### src/rtl/pbm_pkg.sv
package pbm_pkg;

  // Mode codes
  localparam logic [3:0] MODE_BLEND   = 4'd0;
  localparam logic [3:0] MODE_FILL    = 4'd1;
  localparam logic [3:0] MODE_GLASS   = 4'd2;
  localparam logic [3:0] MODE_DARKEN  = 4'd3;
  localparam logic [3:0] MODE_LIGHTEN = 4'd4;
  localparam logic [3:0] MODE_DIFF    = 4'd5;
  localparam logic [3:0] MODE_MULT    = 4'd6;
  localparam logic [3:0] MODE_SCREEN  = 4'd7;
  localparam logic [3:0] MODE_XOR     = 4'd8;

  // Register indexes (byte address / 4)
  localparam logic [2:0] REG_MODE       = 3'd0;
  localparam logic [2:0] REG_WEIGHT     = 3'd1;
  localparam logic [2:0] REG_FILL_RED   = 3'd2;
  localparam logic [2:0] REG_FILL_GREEN = 3'd3;
  localparam logic [2:0] REG_FILL_BLUE  = 3'd4;
  localparam logic [2:0] REG_GLASS      = 3'd5;

  localparam int unsigned CFG_AW = 5;
  localparam int unsigned CFG_DW = 32;
  localparam int unsigned IN_W   = 88;
  localparam int unsigned OUT_W  = 32;

  localparam logic [8:0] FULL_WEIGHT = 9'd256;
  localparam logic [8:0] WEIGHT_RST  = 9'd256;

  typedef struct packed {
    logic [3:0]  mode;
    logic [8:0]  weight;
    logic [7:0]  fill_red;
    logic [7:0]  fill_green;
    logic [7:0]  fill_blue;
    logic [31:0] glass_color;
  } cfg_t;

  typedef struct packed {
    logic [11:0] row;
    logic [11:0] column;
    logic [31:0] dst_pixel;
    logic [31:0] src_pixel;
  } in_word_t;

endpackage

### src/rtl/pbm_cfg_regs.sv
module pbm_cfg_regs (
  input  logic                        clk,
  input  logic                        rst_n,
  input  logic                        cfg_psel,
  input  logic                        cfg_penable,
  input  logic                        cfg_pwrite,
  input  logic [pbm_pkg::CFG_AW-1:0] cfg_paddr,
  input  logic [pbm_pkg::CFG_DW-1:0] cfg_pwdata,
  output logic [pbm_pkg::CFG_DW-1:0] cfg_prdata,
  output logic                        cfg_pready,
  output pbm_pkg::cfg_t               cfg
);

  pbm_pkg::cfg_t cfg_r;
  pbm_pkg::cfg_t cfg_nxt;
  logic [2:0]    idx;
  logic          wr_en;

  assign cfg_pready = 1'b1;
  assign idx        = cfg_paddr[pbm_pkg::CFG_AW-1:2];
  assign wr_en      = cfg_psel & cfg_penable & cfg_pwrite & cfg_pready;
  assign cfg        = cfg_r;

  always_comb begin
    cfg_nxt = cfg_r;
    if (wr_en) begin
      case (idx)
        pbm_pkg::REG_MODE:       cfg_nxt.mode        = cfg_pwdata[3:0];
        pbm_pkg::REG_WEIGHT:     cfg_nxt.weight      = cfg_pwdata[8:0];
        pbm_pkg::REG_FILL_RED:   cfg_nxt.fill_red    = cfg_pwdata[7:0];
        pbm_pkg::REG_FILL_GREEN: cfg_nxt.fill_green  = cfg_pwdata[7:0];
        pbm_pkg::REG_FILL_BLUE:  cfg_nxt.fill_blue   = cfg_pwdata[7:0];
        pbm_pkg::REG_GLASS:      cfg_nxt.glass_color = cfg_pwdata;
        default: ;
      endcase
    end
  end

  always_comb begin
    case (idx)
      pbm_pkg::REG_MODE:       cfg_prdata = {28'd0, cfg_r.mode};
      pbm_pkg::REG_WEIGHT:     cfg_prdata = {23'd0, cfg_r.weight};
      pbm_pkg::REG_FILL_RED:   cfg_prdata = {24'd0, cfg_r.fill_red};
      pbm_pkg::REG_FILL_GREEN: cfg_prdata = {24'd0, cfg_r.fill_green};
      pbm_pkg::REG_FILL_BLUE:  cfg_prdata = {24'd0, cfg_r.fill_blue};
      pbm_pkg::REG_GLASS:      cfg_prdata = cfg_r.glass_color;
      default:                 cfg_prdata = '0;
    endcase
  end

  always_ff @(posedge clk) begin
    if (!rst_n) begin
      cfg_r.mode        <= pbm_pkg::MODE_BLEND;
      cfg_r.weight      <= pbm_pkg::WEIGHT_RST;
      cfg_r.fill_red    <= '0;
      cfg_r.fill_green  <= '0;
      cfg_r.fill_blue   <= '0;
      cfg_r.glass_color <= '0;
    end else begin
      cfg_r <= cfg_nxt;
    end
  end

endmodule

### src/rtl/pbm_chan.sv
module pbm_chan (
  input  logic [3:0] mode,
  input  logic [7:0] s,
  input  logic [7:0] d,
  input  logic [8:0] w,
  output logic [7:0] r
);

  logic [8:0]  w_inv;
  logic [16:0] mix;
  logic [15:0] mul;
  logic [7:0]  s_inv;
  logic [7:0]  d_inv;
  logic [15:0] scr;

  assign w_inv = pbm_pkg::FULL_WEIGHT - w;
  // Weighted sum peaks at 255*256, so 17 bits hold it
  assign mix = (17'(s) * 17'(w)) + (17'(d) * 17'(w_inv));
  assign mul = 16'(s) * 16'(d);
  // 255 - x on a byte is its complement
  assign s_inv = ~s;
  assign d_inv = ~d;
  assign scr   = 16'(s_inv) * 16'(d_inv);

  always_comb begin
    case (mode)
      pbm_pkg::MODE_BLEND:   r = mix[15:8];
      pbm_pkg::MODE_DARKEN:  r = (s < d) ? s : d;
      pbm_pkg::MODE_LIGHTEN: r = (s > d) ? s : d;
      pbm_pkg::MODE_DIFF:    r = (s >= d) ? (s - d) : (d - s);
      pbm_pkg::MODE_MULT:    r = mul[15:8];
      pbm_pkg::MODE_SCREEN:  r = ~scr[15:8];
      default:               r = d;
    endcase
  end

endmodule

### src/rtl/pbm_core.sv
module pbm_core (
  input  pbm_pkg::cfg_t     cfg,
  input  pbm_pkg::in_word_t in_word,
  output logic [31:0]       result_pixel
);

  logic [8:0]  w_sat;
  logic [3:0]  chan_mode;
  logic        is_fill;
  logic [23:0] s_bytes;
  logic [23:0] c_bytes;
  logic        odd_square;

  assign w_sat      = cfg.weight[8] ? pbm_pkg::FULL_WEIGHT : cfg.weight;
  assign is_fill    = (cfg.mode == pbm_pkg::MODE_FILL);
  // fill is a blend against the constant colour
  assign chan_mode  = is_fill ? pbm_pkg::MODE_BLEND : cfg.mode;
  assign s_bytes    = is_fill ? {cfg.fill_red, cfg.fill_green, cfg.fill_blue}
                              : in_word.src_pixel[23:0];
  assign odd_square = in_word.column[0] ^ in_word.row[0];

  for (genvar k = 0; k < 3; k++) begin : g_chan
    pbm_chan u_chan (
      .mode (chan_mode),
      .s    (s_bytes[8*k +: 8]),
      .d    (in_word.dst_pixel[8*k +: 8]),
      .w    (w_sat),
      .r    (c_bytes[8*k +: 8])
    );
  end

  always_comb begin
    case (cfg.mode)
      pbm_pkg::MODE_GLASS: result_pixel = odd_square ? cfg.glass_color : in_word.dst_pixel;
      pbm_pkg::MODE_XOR:   result_pixel = in_word.src_pixel ^ in_word.dst_pixel;
      pbm_pkg::MODE_BLEND,
      pbm_pkg::MODE_FILL,
      pbm_pkg::MODE_DARKEN,
      pbm_pkg::MODE_LIGHTEN,
      pbm_pkg::MODE_DIFF,
      pbm_pkg::MODE_MULT,
      pbm_pkg::MODE_SCREEN: result_pixel = {in_word.dst_pixel[31:24], c_bytes};
      default:              result_pixel = in_word.dst_pixel;
    endcase
  end

endmodule

### src/rtl/pixel_blend_mode_unit_top.sv
// Channel  | Direction | Handshake         | Payload
// in_      | slave     | tvalid/tready     | tdata 88b: src, dst, column, row
// out_     | master    | tvalid/tready     | tdata 32b: result_pixel
// cfg_     | APB slave | psel/penable      | 6 regs at 4*i, 32-bit data
//
// One word per clock while out_tready is high. An accepted word goes to an
// input register, then through the blend datapath to the output register
// that drives out_tvalid. The output register parts the two sides, so a new
// word is taken while a finished one waits. Reset (rst_n, synchronous)
// empties both stages and loads register defaults (mode blend, weight 256).
// in_tready falls only when both stages are full and out_tready is low.
module pixel_blend_mode_unit_top (
  input  logic                        clk,
  input  logic                        rst_n,
  // in_tdata: src_pixel[31:0], dst_pixel[63:32], column[75:64], row[87:76]
  input  logic                        in_tvalid,
  output logic                        in_tready,
  input  logic [pbm_pkg::IN_W-1:0]   in_tdata,
  // out_tdata: result_pixel[31:0]
  output logic                        out_tvalid,
  input  logic                        out_tready,
  output logic [pbm_pkg::OUT_W-1:0]  out_tdata,
  input  logic                        cfg_psel,
  input  logic                        cfg_penable,
  input  logic                        cfg_pwrite,
  input  logic [pbm_pkg::CFG_AW-1:0] cfg_paddr,
  input  logic [pbm_pkg::CFG_DW-1:0] cfg_pwdata,
  output logic [pbm_pkg::CFG_DW-1:0] cfg_prdata,
  output logic                        cfg_pready
);

  pbm_pkg::cfg_t     cfg;
  pbm_pkg::in_word_t in_word_r;
  logic              in_valid_r;
  logic              in_valid_nxt;
  logic              out_valid_r;
  logic              out_valid_nxt;
  logic [31:0]       out_data_r;
  logic [31:0]       result_pixel;
  logic              out_free;   // output register can take a word this cycle
  logic              in_accept;
  logic              advance;    // input stage moves into the output stage

  pbm_cfg_regs u_cfg (
    .clk         (clk),
    .rst_n       (rst_n),
    .cfg_psel    (cfg_psel),
    .cfg_penable (cfg_penable),
    .cfg_pwrite  (cfg_pwrite),
    .cfg_paddr   (cfg_paddr),
    .cfg_pwdata  (cfg_pwdata),
    .cfg_prdata  (cfg_prdata),
    .cfg_pready  (cfg_pready),
    .cfg         (cfg)
  );

  pbm_core u_core (
    .cfg          (cfg),
    .in_word      (in_word_r),
    .result_pixel (result_pixel)
  );

  assign out_free  = !out_valid_r || out_tready;
  assign advance   = in_valid_r && out_free;
  assign in_tready = !in_valid_r || out_free;
  assign in_accept = in_tvalid && in_tready;

  assign in_valid_nxt  = in_accept ? 1'b1 : (advance ? 1'b0 : in_valid_r);
  assign out_valid_nxt = advance ? 1'b1 : (out_tready ? 1'b0 : out_valid_r);

  assign out_tvalid = out_valid_r;
  assign out_tdata  = out_data_r;

  // control
  always_ff @(posedge clk) begin
    if (!rst_n) begin
      in_valid_r  <= 1'b0;
      out_valid_r <= 1'b0;
    end else begin
      in_valid_r  <= in_valid_nxt;
      out_valid_r <= out_valid_nxt;
    end
  end

  // payload, no reset needed
  always_ff @(posedge clk) begin
    if (in_accept) begin
      in_word_r <= pbm_pkg::in_word_t'(in_tdata);
    end
    if (advance) begin
      out_data_r <= result_pixel;
    end
  end

endmodule

### config.mk
export PLATFORM = sky130hd
export DESIGN_NAME = pixel_blend_mode_unit_top
export DESIGN_NICKNAME = d
export VERILOG_FILES = /design/src/rtl/pbm_pkg.sv /design/src/rtl/pbm_cfg_regs.sv /design/src/rtl/pbm_chan.sv /design/src/rtl/pbm_core.sv /design/src/rtl/pixel_blend_mode_unit_top.sv
export SDC_FILE = /design/constraint.sdc
export NUM_CORES = 2
export LEC_CHECK = 0
export ABC_AREA = 1
export BUFFER_PORTS_ARGS = -buffer_cell sky130_fd_sc_hd__buf_2
export CORE_MARGIN = 5
export CORE_UTILIZATION = 55
export DETAILED_ROUTE_END_ITERATION = 8
export PLACE_DENSITY = 0.8
export SETUP_SLACK_MARGIN = 0.4
export SLEW_MARGIN = 0
export SYNTH_ARGS = -nofsm -noshare
export SYNTH_HDL_FRONTEND = slang
export SYNTH_SLANG_ARGS = --single-unit
### constraint.sdc
create_clock -name clk -period 16.5 [get_ports clk]
set_input_delay 1.65 -clock clk [delete_from_list [all_inputs] [get_ports clk]]
set_output_delay 1.65 -clock clk [all_outputs]
set_load 0.05 [all_outputs]
## After elaboration in Yosys (flattened, before gate mapping)

Cells that the tools add are included.

- Register bits after elaboration: 169
- Input bits: 132
- Output and inout port bits: 67
- Word-level logic and storage cells: 115

- $add $sub $neg: 10
- Multipliers: 12
- $lt $le $gt $ge: 9
- Equality and inequality tests: 18
- Multiplexer cells: 22
- Bitwise operators: 13
- Reduce and logical (&&, ||, !) cells: 18

Operators by type and width:

| kind | count |
|---|---|
| $pmux W32 S6 | 1 |
| $pmux W8 S6 | 3 |
| $mul A8 B8 Y16 | 6 |
| $mul A8 B9 Y16 | 6 |
| $pmux W32 S3 | 1 |
| $mux W8 | 9 |
| $not A8 Y8 | 9 |
| $add A16 B16 Y16 | 3 |
| $sub A8 B8 Y8 | 6 |
| $eq A4 B3 Y1 const B | 8 |
| $mux W32 | 1 |
| $xor A32 B32 Y32 | 1 |
| $ge A8 B8 Y1 | 3 |
| $gt A8 B8 Y1 | 3 |
| $lt A8 B8 Y1 | 3 |
| $mux W24 | 1 |
| $eq A4 B2 Y1 const B | 3 |
| $reduce_and A2 Y1 | 6 |
| $mux W9 | 1 |
| $sub A9 B9 Y9 const A | 1 |
| $logic_not A4 Y1 | 2 |
| $reduce_or A7 Y1 | 1 |
| $eq A3 B2 Y1 const B | 2 |
| $eq A3 B3 Y1 const B | 2 |
| other kinds (12) | 20 |

## Depth between registers and ports, before layout

- Depth in word-level cells: 7
- Mapped depth: 38
- Mapped depth without buffers: 36

## Cells and area by module

Synthesis repeated with hierarchy kept, for this count alone.

- Cells, all modules: 5,952
- Area, all modules: 41,745.0 sq um

Modules (own cells, without submodules):

| module | instances | cells each | area each (sq um) | seq. area each (sq um) |
|---|---|---|---|---|
| pbm_chan at u_core.g_chan[2].u_chan | 1 | 1,551 | 10,807.9 | 0.0 |
| pbm_chan at u_core.g_chan[0].u_chan | 1 | 1,567 | 10,710.3 | 0.0 |
| pbm_chan at u_core.g_chan[1].u_chan | 1 | 1,560 | 10,632.7 | 0.0 |
| pixel_blend_mode_unit_top | 1 | 133 | 3,698.5 | 3,643.5 |
| pbm_cfg_regs | 1 | 575 | 3,505.9 | 1,381.3 |
| pbm_core | 1 | 566 | 2,389.8 | 0.0 |

## Worst setup path before layout

Ideal clock, no wire load.

- Path kind: flip-flop to flip-flop
- From: register u_cfg.cfg_r (netlist bit u_cfg.cfg[64])
- To: register out_data_r[15], in the netlist out_tdata[15], data pin
- Library setup time: 0.267 ns
- Arrival: 6.521 ns
- Data required time: 16.233 ns
- Setup slack: 9.712 ns
- Stages on the path, launching flop included: 32
- Buffers on the path: 3
- Clock period less this slack: 6.788 ns
- Path through: dfxtp_1 buf_2 nor2_1 clkinv_1 clkbuf_1 ha_1 nand3_1 nor2_1 xor2_2 inv_2 clkbuf_1 nor2_1 fa_1 fa_1 fa_1 fa_1 fa_1 inv_1 fa_1 inv_1 ha_1 nand2_1 nor3_1 nand4_1 nand2_1 nand2_1 nand2_1 nand2_1 nand3_1 nand2_1 nor2_1 nand4_1

- Word-level cells in the longest chain between the ends: 6
- Elaborated cells on any way between the ends: 7
- Those cells by class: 2 x add/sub; 2 x mul; 3 x mux

Ends and longest elaborated chain:

| what | line | text |
|---|---|---|
| start: declaration | pbm_cfg_regs.sv:14 | `pbm_pkg::cfg_t cfg_r;` |
| start signal: assignment | pbm_cfg_regs.sv:60 | `cfg_r <= cfg_nxt;` |
| $mux W9 (*) | pbm_core.sv:14 | `assign w_sat = cfg.weight[8] ? pbm_pkg::FULL_WEIGHT : cfg.weight;` |
| $sub A9 B9 Y9 | pbm_chan.sv:16 | `assign w_inv = pbm_pkg::FULL_WEIGHT - w;` |
| $mul A8 B9 Y16 | pbm_chan.sv:18 | `assign mix = (17'(s) * 17'(w)) + (17'(d) * 17'(w_inv));` |
| $add A16 B16 Y16 (*) | pbm_chan.sv:18 |  |
| $pmux W8 S6 (*) | pbm_chan.sv:26 | `case (mode)` |
| $pmux W32 S3 (*) | pbm_core.sv:33 | `case (cfg.mode)` |
| net result_pixel[15] | pixel_blend_mode_unit_top.sv:39 | `logic [31:0] result_pixel;` |
| end signal: assignment | pixel_blend_mode_unit_top.sv:91 | `out_data_r <= result_pixel;` |
| end: declaration | pixel_blend_mode_unit_top.sv:38 | `logic [31:0] out_data_r;` |

Mark *: on every way through the listed nets, which the timed path passes. The rest lies on a longest branch.
A chain may end at the register's enable or synchronous reset.

## Worst setup path after layout

- From: register u_cfg.cfg_r (netlist bit u_cfg.cfg[64])
- To: register out_data_r[21], in the netlist out_tdata[21], data pin

Same word-level chain as after synthesis.

==> results.sh <==
export IMPL_cap_violations=0
export IMPL_yosys_top_cells_area="fa_1 28%, ha_1 15%, inv_1 10%"
export IMPL_start_util_pct=55.3
export IMPL_synthToLayoutAreaGrowth_pct=6.19
export IMPL_grt_pass1_vias=35500
export IMPL_crit_fanout=25
export IMPL_routed_wl_mm=128
export IMPL_timing_hold_violations_final=0
export IMPL_dieArea_um2=74000
export IMPL_post_cts_buffers=0
export IMPL_async_reset_ff_share_pct=0
export IMPL_syn_cell_area_um2=37800
export IMPL_finalCritPeriodShare_pct=54.7
export IMPL_h_tree_depth=4
export IMPL_ys_flop_type="edfxtp_1"
export IMPL_routedWlPerCell_um=21.2
export IMPL_yosysWarnings=0
export IMPL_fin_skew_ns=0.0396
export IMPL_nFillCells=6163
export IMPL_rows=96
export IMPL_ant_nets=0
export IMPL_critPathSlowestCell="inv_1"
export IMPL_ios=199
export IMPL_cts_sinks=169
export IMPL_overflow=0
export IMPL_clock_latency_ns=0.52
export IMPL_required_ns=16.71
export IMPL_grt_pass1_wl_mm=197
export IMPL_min_period_ns=9.03
export IMPL_track_usage_pct=34.3
export IMPL_syn_num_nets=6184
export IMPL_setup_viol=0
export IMPL_end_kind="register"
export IMPL_power_density_nw_per_um2=64.6
export IMPL_worstPathArrival_ns=9.24
export IMPL_relSlewSlack_pct=15.4
export IMPL_drive_above_1_share_pct=7.49
export IMPL_ys_seq_area_share_pct=11.6
export IMPL_status="finished clean"
export IMPL_rsz0062_at_grt="no"
export IMPL_num_vias=35400
export IMPL_clk_pin_slew_worst_paths_ns=0.08
export IMPL_place_gp_congestion=0.981
export IMPL_drtIter0Drc=3736
export IMPL_drv_slew=0
export IMPL_fmax_ghz=0.111
export IMPL_synth_seq_cells=169
export IMPL_die_y_um=272
export IMPL_min_path_type="reg2reg"
export IMPL_synth_edf_count=98
export IMPL_cts_tree="built"
export IMPL_cts_resized=0
export IMPL_post_route_drc_count=0
export IMPL_irDropWorstVdd_v=0.0000973
export IMPL_core_um2=68300
export IMPL_hpwl_mm=94.0
export IMPL_synthCells=5058
export IMPL_cts_buffer_depth=2
export IMPL_utilization_pct=58.7
export IMPL_nNetsFinal=6256
export IMPL_synth_area_per_cell_um2=7.47
export IMPL_critPathLaunchType="register"
export IMPL_p_leak_nw=21.4
export IMPL_cts_buffers=17
export IMPL_ys_types=61
export IMPL_first_pass_iters=8
export IMPL_max_stage_delay_ns=0.67
export IMPL_die_w_um=272
export IMPL_crit_path_frequent_cell="inv_1"
export IMPL_tightest_slew_ns=1.27
export IMPL_path_class="reg2reg"
export IMPL_antenna_found_initial=6
export IMPL_synth_top_area_share_pct=28.3
export IMPL_postCtsHoldBufs=0
export IMPL_avgViaCountPerCell=5.87
export IMPL_portBuffers=173
export IMPL_yosys_area_top_type="fa_1"
export IMPL_tns_ns=0
export IMPL_cts_root_buffer="clkbuf_16"
export IMPL_grt_max_degree=71
## Yosys cell counts, types with 11 or more instances
cell         n
a21oi_1    237
buf_1       13
buf_2       47
clkbuf_1   126
clkinv_1    14
dfxtp_1     71
edfxtp_1    98
fa_1       534
ha_1       460
inv_1     1018
inv_2       11
nand2_1    954
nand2_2     34
nand3_1    184
nand3b_1    29
nand4_1     49
nor2_1     657
nor3_1      33
nor4_1      13
o211ai_1    56
o21ai_0    217
o21ai_1     15
or2_2       11
xnor2_1     18
xor2_1      29
## sequential cells by signal (all words and copies together), names as in the netlist
| signal | cells |
|---|---|
| out_tdata | 32 |
| in_word_r | 66 |
| in_valid_r | 1 |
| u_cfg.cfg | 69 |
| out_tvalid | 1 |
## cells in the final DEF (no fill, tap or decap), drive strengths merged, types with 9 or more instances in the layout
| cell | instances |
|---|---|
| xnor2 | 18 |
| ha | 460 |
| nor4 | 13 |
| o221ai | 10 |
| nand3 | 190 |
| nand3b | 30 |
| edfxtp | 98 |
| inv | 1038 |
| nand2 | 991 |
| o21ai | 243 |
| nor3 | 38 |
| xor2 | 30 |
| clkbuf | 17 |
| nand4 | 50 |
| o211ai | 57 |
| buf | 250 |
| nor2 | 663 |
| a21oi | 238 |
| dfxtp | 71 |
| fa | 534 |
| clkinv | 19 |
| o21a | 9 |
| or2 | 11 |
## area by class of cell
| type | count | area (µm²) | share of cell area [%] |
|---|---|---|---|
| Sequential cell | 169 | 4360 | 10.9 |
| Clock inverter | 15 | 171 | 0.427 |
| Timing Repair Buffer | 250 | 1440 | 3.60 |
| Inverter | 1045 | 3930 | 9.79 |
| Clock buffer | 17 | 425 | 1.06 |
| Multi-Input combinational cell | 3647 | 28700 | 71.5 |
| Antenna cell | 5 | 12.5 | 0.0312 |
| Tap cell | 882 | 1100 | 2.75 |
## layer usage
| metal | track usage (%) | routed length [µm] |
|---|---|---|
| met1 | 43.4 | 46600 |
| met2 | 52.8 | 54800 |
| met3 | 12.4 | 18600 |
| met4 | 16.2 | 7580 |
| met5 | 0 | 37 |
## where the power goes
group | internal [mW] | switching [mW]
combinational | 0.567 | 1.08
sequential | 0.466 | 0.0120
clock | 0.218 | 0.244
total | 1.25 | 1.34
## path summary, 6_finish.rpt
path,start,to,slack (ns),cells past startpoint
max reg2reg,u_cfg.cfg[64],out_tdata[21],7.47,32
max,u_cfg.cfg[64],out_tdata[21],7.47,32
min reg2reg,u_cfg.cfg[16],u_cfg.cfg[16],0.48,2
min,u_cfg.cfg[16],u_cfg.cfg[16],0.48,2
## cell families after synthesis
| logic type | after synthesis | share of synthesized area, % |
|---|---|---|
| AOI/OAI and AO/OA | 612 | 9.17 |
| other | 1 | 0.00993 |
| adders and majority gates | 994 | 43.5 |
| buffers and inverters | 1242 | 12.7 |
| DFF | 169 | 11.6 |
| xor gates and xnor gates | 48 | 1.13 |
| and+or+nand+nor | 1992 | 21.9 |
## worst max-delay path, delay by kind of cell, from the launching register on
kind	cells	cell delay (ns)
adders and majority gates	7	3.28
DFF	1	0.31
buffers and inverters	11	2.22
and+or+nand+nor	10	2.20
AOI/OAI and AO/OA	4	0.71
## per-stage QoR
step           hold slack, ns  cell area [µm²]  std cells  power (mW)  worst slack (ns)
3_3_place_gp            0.457            39500       5993        2.06              7.92
2_1_floorplan           0.441            37800       5058        1.70              9.71
5_1_grt                 0.498            40100       6025        2.83              7.29
6_report                0.484            40100       6030        2.59              7.47
4_1_cts                 0.481            40100       6025        2.56              7.85
3_5_place_dp            0.461            39500       5993        2.10              7.90
Power figures use the tool's default switching activity.
